### src/rtl/wasc_pkg.sv
// Shared types and constants for the wildcard attribute score counter.
// Holds the controller/datapath command and status structs and the count width.
// No dependencies.
`default_nettype none

package wasc_pkg;

	// Width and saturation value of the reported match count
	localparam int unsigned COUNT_W = 11;
	localparam logic [COUNT_W-1:0] COUNT_MAX = '1;

	// Action codes of an input transaction
	localparam logic ACT_ADD   = 1'b0;
	localparam logic ACT_QUERY = 1'b1;

	// Commands from the controller to the datapath
	typedef struct packed {
		logic load;          // capture the input transaction, clear scan state
		logic add;           // append the captured record when room is left
		logic scan_rd;       // read the record at the scan address, advance it
		logic finish_add;    // present the add acknowledgement
		logic finish_query;  // present the query answer
	} wasc_cmd_t;

	// Status from the datapath to the controller
	typedef struct packed {
		logic scan_end;      // scan address has reached the record total
	} wasc_status_t;

endpackage

`default_nettype wire

### src/rtl/wasc_ctrl.sv
// Controller state machine of the wildcard attribute score counter.
// Sequences adds and record scans; depends on wasc_pkg for command/status types.
`default_nettype none

module wasc_ctrl
	import wasc_pkg::*;
(
	input  wire logic         clk,
	input  wire logic         arst_n,
	input  wire logic         start,
	input  wire logic         action,
	input  wire wasc_status_t status,
	output logic              busy,
	output wasc_cmd_t         cmd
);

	typedef enum logic [3:0] {
		ST_IDLE  = 4'b0001,
		ST_ADD   = 4'b0010,
		ST_SCAN  = 4'b0100,
		ST_DRAIN = 4'b1000
	} state_t;

	state_t state_q;
	state_t state_d;

	// Next state and commands
	always_comb begin
		state_d = state_q;
		cmd     = '0;
		unique case (state_q)
			ST_IDLE: begin
				if (start) begin
					cmd.load = 1'b1;
					state_d  = (action == ACT_QUERY) ? ST_SCAN : ST_ADD;
				end
			end
			ST_ADD: begin
				cmd.add        = 1'b1;
				cmd.finish_add = 1'b1;
				state_d        = ST_IDLE;
			end
			ST_SCAN: begin
				if (status.scan_end) begin
					state_d = ST_DRAIN;
				end else begin
					cmd.scan_rd = 1'b1;
				end
			end
			ST_DRAIN: begin
				// last compare has landed in the count
				cmd.finish_query = 1'b1;
				state_d          = ST_IDLE;
			end
			default: begin
				state_d = ST_IDLE;
			end
		endcase
	end

	// Hold state
	always_ff @(posedge clk or negedge arst_n) begin
		if (!arst_n) begin
			state_q <= ST_IDLE;
		end else begin
			state_q <= state_d;
		end
	end

	assign busy = (state_q != ST_IDLE);

	// An accepted transaction makes the block busy on the next cycle
	a_accept_busy: assert property (@(posedge clk) disable iff (!arst_n)
		(start && !busy) |=> busy)
		else $error("accepted transaction did not raise busy");

	// A finish command always returns the controller to idle
	a_finish_idle: assert property (@(posedge clk) disable iff (!arst_n)
		(cmd.finish_add || cmd.finish_query) |=> !busy)
		else $error("finish did not return to idle");

	// Exactly one state bit is set
	a_state_onehot: assert property (@(posedge clk) disable iff (!arst_n)
		$onehot(state_q))
		else $error("controller state not one-hot");

endmodule

`default_nettype wire

### config.mk
export PLATFORM = sky130hd
export DESIGN_NAME = wasc_ctrl
export DESIGN_NICKNAME = d
export VERILOG_FILES = /design/src/rtl/wasc_pkg.sv /design/src/rtl/wasc_ctrl.sv
export SDC_FILE = /design/constraint.sdc
export NUM_CORES = 1
export LEC_CHECK = 0
export ABC_CLOCK_PERIOD_IN_PS = 2300
export BUFFER_PORTS_ARGS = -buffer_cell sky130_fd_sc_hd__buf_2
export CAP_MARGIN = 20
export CORE_AREA = 5 5 42 44
export CTS_CLUSTER_SIZE = 20
export DETAILED_ROUTE_END_ITERATION = 8
export DIE_AREA = 0 0 47 49
export GPL_TIMING_DRIVEN = 0
export PLACE_DENSITY = 0.43
export SETUP_SLACK_MARGIN = 0.3
export SYNTH_ARGS = -nofsm -noshare
export SYNTH_HDL_FRONTEND = slang
export SYNTH_SLANG_ARGS = --single-unit
### constraint.sdc
create_clock -name clk -period 2.3 [get_ports clk]
set_input_delay 0.23 -clock clk [delete_from_list [all_inputs] [get_ports clk]]
set_output_delay 0.23 -clock clk [all_outputs]
set_load 0.005 [all_outputs]
==> results of run 1 <==
-- final timing paths --
path / startpoint / endpoint / slack (ps) / depth (start not counted)
max: state_q[3]$_DFFE_PN0P_ / cmd[3] / 730 / 3
min: action / state_q[1]$_DFFE_PN0P_ / 180 / 2
max reg2reg: state_q[1]$_DFFE_PN0P_ / state_q[2]$_DFFE_PN0P_ / 1250 / 2
min reg2reg: state_q[1]$_DFFE_PN0P_ / state_q[1]$_DFFE_PN0P_ / 550 / 1
max in group asynchronous: arst_n / state_q[0]$_DFFE_PN1P_ / 1760 / 2
min in group asynchronous: arst_n / state_q[3]$_DFFE_PN0P_ / 330 / 2
-- cell usage in the layout (no fill, tap or decap) --
master / instances
buf_2: 10
clkbuf_4: 3
dfrtp_1: 3
nand3b_1: 2
and2_1: 2
nor4b_1: 2
nor2_1: 1
inv_1: 1
nor4b_2: 1
nor3_1: 1
and3b_1: 1
a32o_1: 1
nor4_1: 1
and2b_2: 1
o21ai_0: 1
buf_4: 1
clkbuf_1: 1
dlygate4sd3_1: 1
dfstp_2: 1
-- logic make-up (layout without fill, tap and decap cells) --
logic type,Yosys count,in the layout,share of synthesized area [%]
simple gates,12,12,42.0
flops,4,4,46.0
compound gates,2,2,6.82
buf+inv,2,17,5.11
-- layer usage --
metal | routed length (um) | part of all wire (%) | up-vias | track usage [%]
li1 | - | - | 108 | -
met1 | 243 | 46 | 92 | 6.89
met2 | 192 | 37 | 11 | 5.66
met3 | 86 | 16 | 0 | 2.58
met4 | 0 | 0 | 0 | 6.91
met5 | 0 | 0 | - | 0
-- final cells by class --
| cell class | instances | area, um2 | area share [%] |
|---|---|---|---|
| well taps | 16 | 20.0 | 6.13 |
| repair buffers | 11 | 60.1 | 18.4 |
| multi-input cells | 14 | 108 | 33.0 |
| plain buffers | 1 | 7.51 | 2.30 |
| inverters | 1 | 3.75 | 1.15 |
| flip-flops and latches | 4 | 101 | 31.0 |
| clock buffers | 4 | 26.3 | 8.05 |
-- per-stage QoR --
| step | area, um2 | total power [uW] | util, % |
|---|---|---|---|
| floorplan | 220 | 127 | - |
| global placement | 290 | 151 | 20.7 |
| detailed placement | 290 | 152 | 20.7 |
| CTS | 327 | 256 | 23.3 |
| global route | 327 | 263 | 23.3 |
| finish | 327 | 247 | 23.3 |
-- worst reg2reg max path: stages, from the launching register on --
cell	delay, ps
dfrtp_1	420
nor4b_2	370
a32o_1	180
-- power by group through the flow --
stage / registers [uW] / logic (uW) / clock network [uW]
6_report: 99.4 / 52.4 / 95.6
5_1_grt: 102 / 58.6 / 103
4_1_cts: 99.6 / 53.7 / 102
3_5_place_dp: 100 / 52.3 / 0
3_3_place_gp: 99.8 / 51.7 / 0
2_1_floorplan: 96.7 / 30.7 / 0
-- Yosys cell counts --
cell type / instances / area [um2]
and2_1: 2 / 12.5
buf_4: 1 / 7.51
a32o_1: 1 / 10.0
nor2_1: 1 / 3.75
nor4b_1: 2 / 17.5
dfstp_2: 1 / 26.3
and3b_1: 1 / 8.76
and2b_2: 1 / 8.76
inv_1: 1 / 3.75
nor4b_2: 1 / 15.0
nor3_1: 1 / 5.00
o21ai_0: 1 / 5.00
nand3b_1: 2 / 15.0
dfrtp_1: 3 / 75.1
nor4_1: 1 / 6.26
==> impl_results.md, run 1 <==
* Status: finished clean
* Worst-Skew Late Latency at 240 ps
* Final std cells w/o fill at 51
* Final nets at 41
* Bufs and invs on worst path at 2
* F_max at 639 MHz
* Biggest regs: state_q x4
* Post-CTS setup buffer count at 0
* Die area at 0.00230 mm2
* Max Cap Violations at 0
* Fill cell count at 161
* Internal power at 180 uW
* CP required at 2070 ps
* Top reg by flops: state_q
* Pwr dens at 757 mW/mm2
* Maximum VDD drop at 0.000237 V
* Final hold vios at 0
* Vias in the first global route at 202
* Ant diodes at 0
* Layout cells sized above 1 at 48.6%
* Logic gate share of total power at 21.2%
* Worst-path cell chain: nor4b_1, buf_4, buf_2
* Cell area after synthesis at 220 um2
* RSZ-0062 raised after global routing: no
* Seq pwr share at 40.2%
* CP max-delay cell: dfrtp_1
* Sw power at 67.6 uW
* Largest register FFs at 4
* Worst slew margin at 74.8%
* Library cells used by synthesis at 15
* Post-CTS Hold Fix Bufs at 1
* DRC Markers at 0
* Drt wl/cell at 10.3 um
* CTS tree: built
* I/O Pins at 11
* Clock buffer depth at 2
* Die height at 49 um
* Core Area at 0.00140 mm2
* Syn_area_per_cell at 11.0 um2
* Final WS setup at 734 ps
* Total CTS buffers at 3
* Clock share of power at 38.6%
* CTS resizes at 0
* Worst slack, placed at 994 ps
* Category of the most critical setup path: reg -> out
* Clock Tree Root: clkbuf_4
* Fin crit period at 1570 ps
* Delay-heaviest family, CP: flip-flops
* 1st-iter DRT viols at 1
* CP Max Fanout at 6
* Syn_nets at 25
* Buffers on Ports at 10
* Cell count after synthesis at 20
* Initial cell density of the core at 15.7%
* Max stage delay on crit path at 430 ps
* Initial antenna violation count at 0
* Die W at 47 um
* Clock-pin slew on the worst setup and hold paths at 40 ps
* Fin. max-slew vios at 0
* # rows at 14
* Type of the most critical hold path: in -> reg
* Arrival time worst endpoint at 1340 ps
* Slew @ Worst Pin at 373 ps
* Setup violators final at 0
* First-pass GRT wire length at 841 um
* Hold WS at 177 ps
* Max Clock Skew at 8.82 ps
* Final Cycle Share at 68.1%
* DRT antenna net count at 0
* Total routed wirelength at 523 um
* Setup crit end kind: primary output
* First-pass iteration count of the detailed router at 2
* Static Leak at 0.000161 uW
* Gr ovfl total at 0
* Post-DP HPWL at 424 um
* Via count at 211
* Fin Setup TNS at 0 ps
* Synth Register Bits at 4
* Register area share after synthesis at 46.0%
* Sw frac at 27.3%
* Placed instance count at 46
* Vias per inst at 4.14
* Synthesis-to-layout area growth at 48.3%
* Yosys warnings at 0
* GPL Wtd Cong at 0.785
* Gr usage total at 5.51%
* Clock sinks at 4
* H-tree lvl count at 1
* Pin count of the biggest net entering global routing at 8
* Crit start category: flop
(Power assumes the default switching activity.)
==> run 2, diff against run 1 <==
Settings changed: ABC_CLOCK_PERIOD_IN_PS 2300 to 1300, PLACE_DENSITY 0.43 to 0.44.
Clock period 2.3 ns to 1.3 ns, I/O delays scaled along.
==> run 2 against run 1 <==
Against the previous run: the flow now finishes with violations (negative setup slack); first-iteration DRC count down 100%; global-route usage up 0.21 points; utilization is 2.8 points higher; die area did not move; count of clock-buffer cells in the layout did not move; total power is 89% higher; non-clock buffer count increased by 2; critical path type unchanged.
==> impl_results.md, run 2 (synthesis gave the netlist of run 1 again) <==
* Status: finished with violations
* Failing checks: negative setup slack
* Internal power at 337 uW (+87%)
* Die height at 49 um (unchanged)
* Vias in the first global route at 252 (+25%)
* Fin. max-slew vios at 0 (unchanged)
* Total CTS buffers at 3 (unchanged)
* Arrival time worst endpoint at 1220 ps (-120 ps)
* 1st-iter DRT viols at 0 (-1)
* Synthesis-to-layout area growth at 65.9%
* Reg2Reg Launch Point: state_q[0]$_DFFE_PN1P_
* Hold path endpoint: state_q[1]$_DFFE_PN0P_
* Clock buffer depth at 2 (unchanged)
* Static Leak at 0.000173 uW (+7.2%)
* Worst slack, placed at 123 ps (-871 ps)
* Gr ovfl total at 0 (unchanged)
* F_max at 740 MHz
* Core Area at 0.00140 mm2 (unchanged)
* Buffers on Ports at 10 (unchanged)
* Sw frac at 28.1% (+0.73 points)
* Total power at 468 uW (+89%)
* Seq pwr share at 39.5% (-0.7 points)
* Most common cell after layout, fill and taps aside: buf_2
* Initial antenna violation count at 0 (unchanged)
* Setup violators final at 3 (+3)
* Slew @ Worst Pin at 254 ps (-120 ps)
* Crit path launch: state_q[3]$_DFFE_PN0P_
* Die area at 0.00230 mm2 (unchanged)
* Ant diodes at 0 (unchanged)
* # rows at 14 (unchanged)
* Die W at 47 um (unchanged)
* Initial cell density of the core at 15.7% (unchanged)
* Clock-pin slew on the worst setup and hold paths at 40 ps (about the same)
* Clock Tree Root: clkbuf_4
* R2R depth at 3 (+1)
* Layout cells sized above 1 at 64.9% (+16 points)
* Top reg by flops: state_q
* Fin crit period at 1350 ps
* Reg2reg setup slack at 150 ps (-1100 ps)
* Type of the most critical hold path: in -> reg
* First-pass iteration count of the detailed router at 1 (-1)
* DRC Markers at 0 (unchanged)
* Total routed wirelength at 566 um (+8.2%)
* Logic gate share of total power at 24.9% (+3.7 points)
* Largest register FFs at 4 (unchanged)
* Gr usage total at 5.72% (+0.21 points)
* Worst-Skew Late Latency at 240 ps (about the same)
* Vias per inst at 3.96 (-4.2%)
* CP Max Fanout at 6 (unchanged)
* Worst hold path cell count at 2 (unchanged)
* FF-to-FF End: state_q[1]$_DFFE_PN0P_
* Clock share of power at 35.6% (-3.0 points)
* Placed instance count at 46 (unchanged)
* Biggest regs: state_q x4
* Sw power at 131 uW (+94%)
* GPL Wtd Cong at 0.738 (-6.0%)
* Max Clock Skew at 8.13 ps (-0.688 ps)
* Final hold vios at 0 (unchanged)
* H-tree lvl count at 1 (unchanged)
* Pin count of the biggest net entering global routing at 8 (unchanged)
* Setup crit end kind: primary output
* Category of the most critical setup path: reg -> out
* Final Cycle Share at 104%
* Final WS setup at -50.9 ps (-785 ps)
* Via count at 210 (-0.47%)
* Drt wl/cell at 10.7 um (+4.1%)
* I/O Pins at 11 (unchanged)
* Hold path start: action
* Post-DP HPWL at 445 um (+5.0%)
* Final std cells w/o fill at 53 (+3.9%)
* CTS tree: built
* Max Cap Violations at 0 (unchanged)
* CP required at 1170 ps (-900 ps)
* Most frequent cells in the layout: 10 x buf_2, 3 x buf_4, 3 x clkbuf_4
* DRT antenna net count at 0 (unchanged)
* RSZ-0062 raised after global routing: yes
* Worst slew margin at 82.9% (+8.2 points)
* Final nets at 43 (+4.9%)
* Clock sinks at 4 (unchanged)
* Crit start category: flop
* Maximum VDD drop at 0.000487 V (+110%)
* First-pass GRT wire length at 952 um (+13%)
* Pwr dens at 1280 mW/mm2 (+69%)
==> run 2: power by group through the flow <==
stage / clock, uW / sequential [uW] / combinational [uW]
5_1_grt: 184 / 192 / 132
2_1_floorplan: 0 / 173 / 55.3
6_report: 167 / 185 / 117
4_1_cts: 176 / 185 / 118
3_3_place_gp: 0 / 179 / 92.2
3_5_place_dp: 0 / 182 / 93.6
==> run 2: metrics by stage <==
stage | TNS, ps | hold WS (ps) | utilization [%] | instance area (um2)
3_3_place_gp | 0 | -63.6 | 21.2 | 297
6_report | -123 | 64.3 | 26.1 | 365
3_5_place_dp | 0 | -61.5 | 21.2 | 297
5_1_grt | -559 | 60.5 | 26.1 | 365
2_1_floorplan | 0 | -166 | - | 226
4_1_cts | -204 | 55.7 | 26.1 | 365
==> run 2: routing by layer <==
metal | track usage (%) | wire [um] | vias to the layer above
met5 | 0 | 0 | -
met4 | 5.53 | 0 | 0
li1 | - | - | 108
met1 | 7.33 | 246 | 91
met3 | 2.21 | 94 | 0
met2 | 6.79 | 224 | 11
==> run 2: critical path, stage by stage, from the launching register on <==
cell and delay, ps:
dfrtp_2 450, nor4b_2 290, buf_4 150, buf_2 100
==> run 2: worst max-delay path by stage <==
stage	end	cells after the start	slack, ps
after floorplan	cmd[3]	2	280
after global placement	cmd[2]	3	140
after detailed placement	cmd[2]	3	120
after CTS	cmd[3]	3	-80
after global routing	cmd[4]	3	-140
final	cmd[3]	3	-50
==> run 2: repair_timing <==
item,in CTS,in global routing
endpoints found under the hold margin,4,0
setup buffers,2,0
setup endpoints to repair,10,10
hold buffers,1,0
pin swaps,3,2
gates resized for setup,6,0
==> run 2: layout make-up <==
cell class	count	area, um2
timing repair buffer	13	75.1
multi-input combinational	14	129
buffer	1	7.51
inverter	1	3.75
clock buffer	4	26.3
sequential	4	104
fill	161	1040
tap	16	20.0
==> run 3, diff against run 2 <==
Settings changed: CORE_AREA 5 5 42 44 to 2 2 39 41, DIE_AREA 0 0 47 49 to 0 0 41 43.
==> run 3 against run 2 <==
Against the previous run: register-to-register slack improved by 110 ps; highest routed layer unchanged; the run still ends with negative setup slack left; first-iteration DRC count rose by 6; worst hold slack barely moved; critical path depth did not move; sequential share of layout area fell by 1.3 points; combinational power rose by 18%; non-clock buffer count rose by 1; clock skew fell by 0.75 ps; critical path type unchanged; sequential power barely moved; cell count rose by 1.9%; global-route usage rose by 4.1 points; total power rose by 6.3%.
==> impl_results.md, run 3 (synthesis gave the netlist of run 1 again) <==
* Placed inst area at 297 um2 (unchanged)
* Status: finished with violations
* Internal power at 352 uW (+4.6%)
* Pin count of the biggest net entering global routing at 8 (unchanged)
* GPL Wtd Cong at 0.705 (-4.4%)
* Delay-heaviest family, CP: flip-flops
* Post-Layout Inst Area at 388 um2 (+6.2%)
* Area of the multi-input gates at 136 um2 (+5.8%)
* Most frequent cells in the layout: 9 x buf_2, 4 x buf_4, 3 x clkbuf_4, 3 x dfrtp_2
* Fin Setup TNS at -446 ps (-323 ps)
* Register area at 105 um2 (+1.2%)
* Biggest regs: state_q x4
* Die W at 41 um (-13%)
* F_max at 696 MHz (-6.0%)
* Top reg by flops: state_q
* CP Depth at 3 (unchanged)
* Vias per inst at 4.35 (+9.8%)
* Logic gate share of total power at 27.7% (+2.8 points)
* Drt wl/cell at 10.8 um (+0.75%)
* Worst slew margin at 80.1% (-2.8 points)
* Seq pwr share at 37.3% (-2.2 points)
* Fin. max-slew vios at 0 (unchanged)
* Setup crit end kind: primary output
* R2R depth at 2 (-1)
* Bufs and invs on worst path at 2 (unchanged)
* Most common cell after layout, fill and taps aside: buf_2
* Total routed wirelength at 581 um (+2.7%)
* Clock Tree Root: clkbuf_4
* Arrival time worst endpoint at 1310 ps (+90 ps)
* Vias in the first global route at 228 (-9.5%)
* Fill cell count at 160 (-0.62%)
* Initial cell density of the core at 15.9% (+0.20 points)
* Ant diodes at 0 (unchanged)
* RSZ-0062 raised after global routing: yes
* CTS tree: built
* Max Clock Skew at 7.38 ps (-0.751 ps)
* Pwr dens at 1280 mW/mm2 (+0.11%)
* Sw frac at 29.2% (+1.1 points)
* Sw power at 145 uW (+11%)
* Worst-path cell chain: buf_4, nor4b_1, buf_2
* DRC Markers at 0 (unchanged)
* Die area at 0.00176 mm2 (-23%)
* First-pass GRT wire length at 1080 um (+13%)
* Worst-Skew Late Latency at 240 ps (about the same)
* H-tree lvl count at 1 (unchanged)
* # rows at 14 (unchanged)
* Max Cap Violations at 0 (unchanged)
* Final WS setup at -138 ps (-86.7 ps)
* CP required at 1170 ps (about the same)
* Via count at 235 (+12%)
* Buffers on Ports at 10 (unchanged)
* Final nets at 44 (+2.3%)
* Synthesis-to-layout area growth at 76.1%
* CP Max Fanout at 5 (-1)
* I/O Pins at 11 (unchanged)
* Clock-pin slew on the worst setup and hold paths at 50 ps (about the same)
* Layout cells sized above 1 at 68.4% (+3.6 points)
* Gr ovfl total at 0 (unchanged)
* Maximum VDD drop at 0.000356 V (-27%)
* Clock share of power at 35.0% (-0.6 points)
* Final hold vios at 0 (unchanged)
* DRT antenna net count at 0 (unchanged)
* Clock buffer depth at 2 (unchanged)
* Die height at 43 um (-12%)
* Slew @ Worst Pin at 294 ps (+40.7 ps)
* Post-DP HPWL at 409 um (-8.1%)
* Hold WS at 64.1 ps (-0.271 ps)
* Clock sinks at 4 (unchanged)
* Initial antenna violation count at 0 (unchanged)
* Static Leak at 0.000177 uW (+2.1%)
* Type of the most critical hold path: in -> reg
* Gr usage total at 9.85% (+4.1 points)
* Max stage delay on crit path at 440 ps (about the same)
* Setup violators final at 5 (+2)
* Final Cycle Share at 111% (+6.7 points)
* CP max-delay cell: dfrtp_2
* 1st-iter DRT viols at 6 (+6)
* Core Area at 0.00138 mm2 (-1.2%)
* Failing checks: negative setup slack
* Crit start category: flop
* Worst hold path cell count at 2 (unchanged)
* First-pass iteration count of the detailed router at 4 (+3)
* Total CTS buffers at 3 (unchanged)
* Largest register FFs at 4 (unchanged)
* Fin crit period at 1440 ps (+86.7 ps)
* Category of the most critical setup path: reg -> out
-- run 3: cell count changes in the layout (fill, tap and decap cells not counted), sizes merged --
cell and change:
buf +1
-- run 3: final cells by class --
type                            count  area share (%)
Buffer                              1            1.94
Clock buffer                        4            6.77
Inverter                            1           0.968
Multi-Input combinational cell     14            35.2
Sequential cell                     4            27.1
Tap cell                           16            5.16
Timing Repair Buffer               14            22.9
-- run 3: metrics by stage --
stage / power, uW / instances / util (%) / setup slack (ps)
final: 498 / 54 / 28.0 / -138
after global routing: 546 / 54 / 28.0 / -213
after CTS: 479 / 51 / 25.9 / -105
after detailed placement: 272 / 46 / 21.4 / 116
after global placement: 270 / 46 / 21.4 / 138
after floorplan: 229 / 20 / - / 276
-- run 3: worst reg2reg max path: cells and delay by family, from the launching register on --
kind               cells  cell delay [ps]
AOI/OAI and AO/OA      1              150
and+or+nand+nor        1              230
DFF                    1              590
-- run 3: final timing paths --
kind | from | endpoint | slack [ps]
min in group asynchronous | arst_n | state_q[3]$_DFFE_PN0P_ | 220
max in group asynchronous | arst_n | state_q[0]$_DFFE_PN1P_ | 860
min | action | state_q[1]$_DFFE_PN0P_ | 60
max | state_q[1]$_DFFE_PN0P_ | cmd[0] | -140
max reg2reg | state_q[0]$_DFFE_PN1P_ | state_q[2]$_DFFE_PN0P_ | 260
min reg2reg | state_q[3]$_DFFE_PN0P_ | state_q[1]$_DFFE_PN0P_ | 550
-- run 3: power by group through the flow --
stage / logic (uW) / registers, uW / clock network (uW)
2_1_floorplan: 55.3 / 173 / 0
3_3_place_gp: 91.1 / 178 / 0
3_5_place_dp: 92.8 / 179 / 0
4_1_cts: 106 / 189 / 184
5_1_grt: 156 / 190 / 200
6_report: 138 / 185 / 174
-- run 3: what timing repair did --
item | in CTS | in global routing
setup endpoints to repair | 9 | 10
setup buffers | 0 | 3
hold endpoints to repair | 4 | 0
gates resized for setup | 6 | 3
pin swaps | 5 | 1
hold buffers | 1 | 0
-- run 3: metal layers --
metal	GRT usage [%]	routed length [um]	vias up	share of wire [%]
met3	4.71	67	0	12
met4	8.00	0	0	0
met1	12.6	247	110	43
met5	0	0	-	0
met2	11.9	267	13	46
li1	-	-	112	-
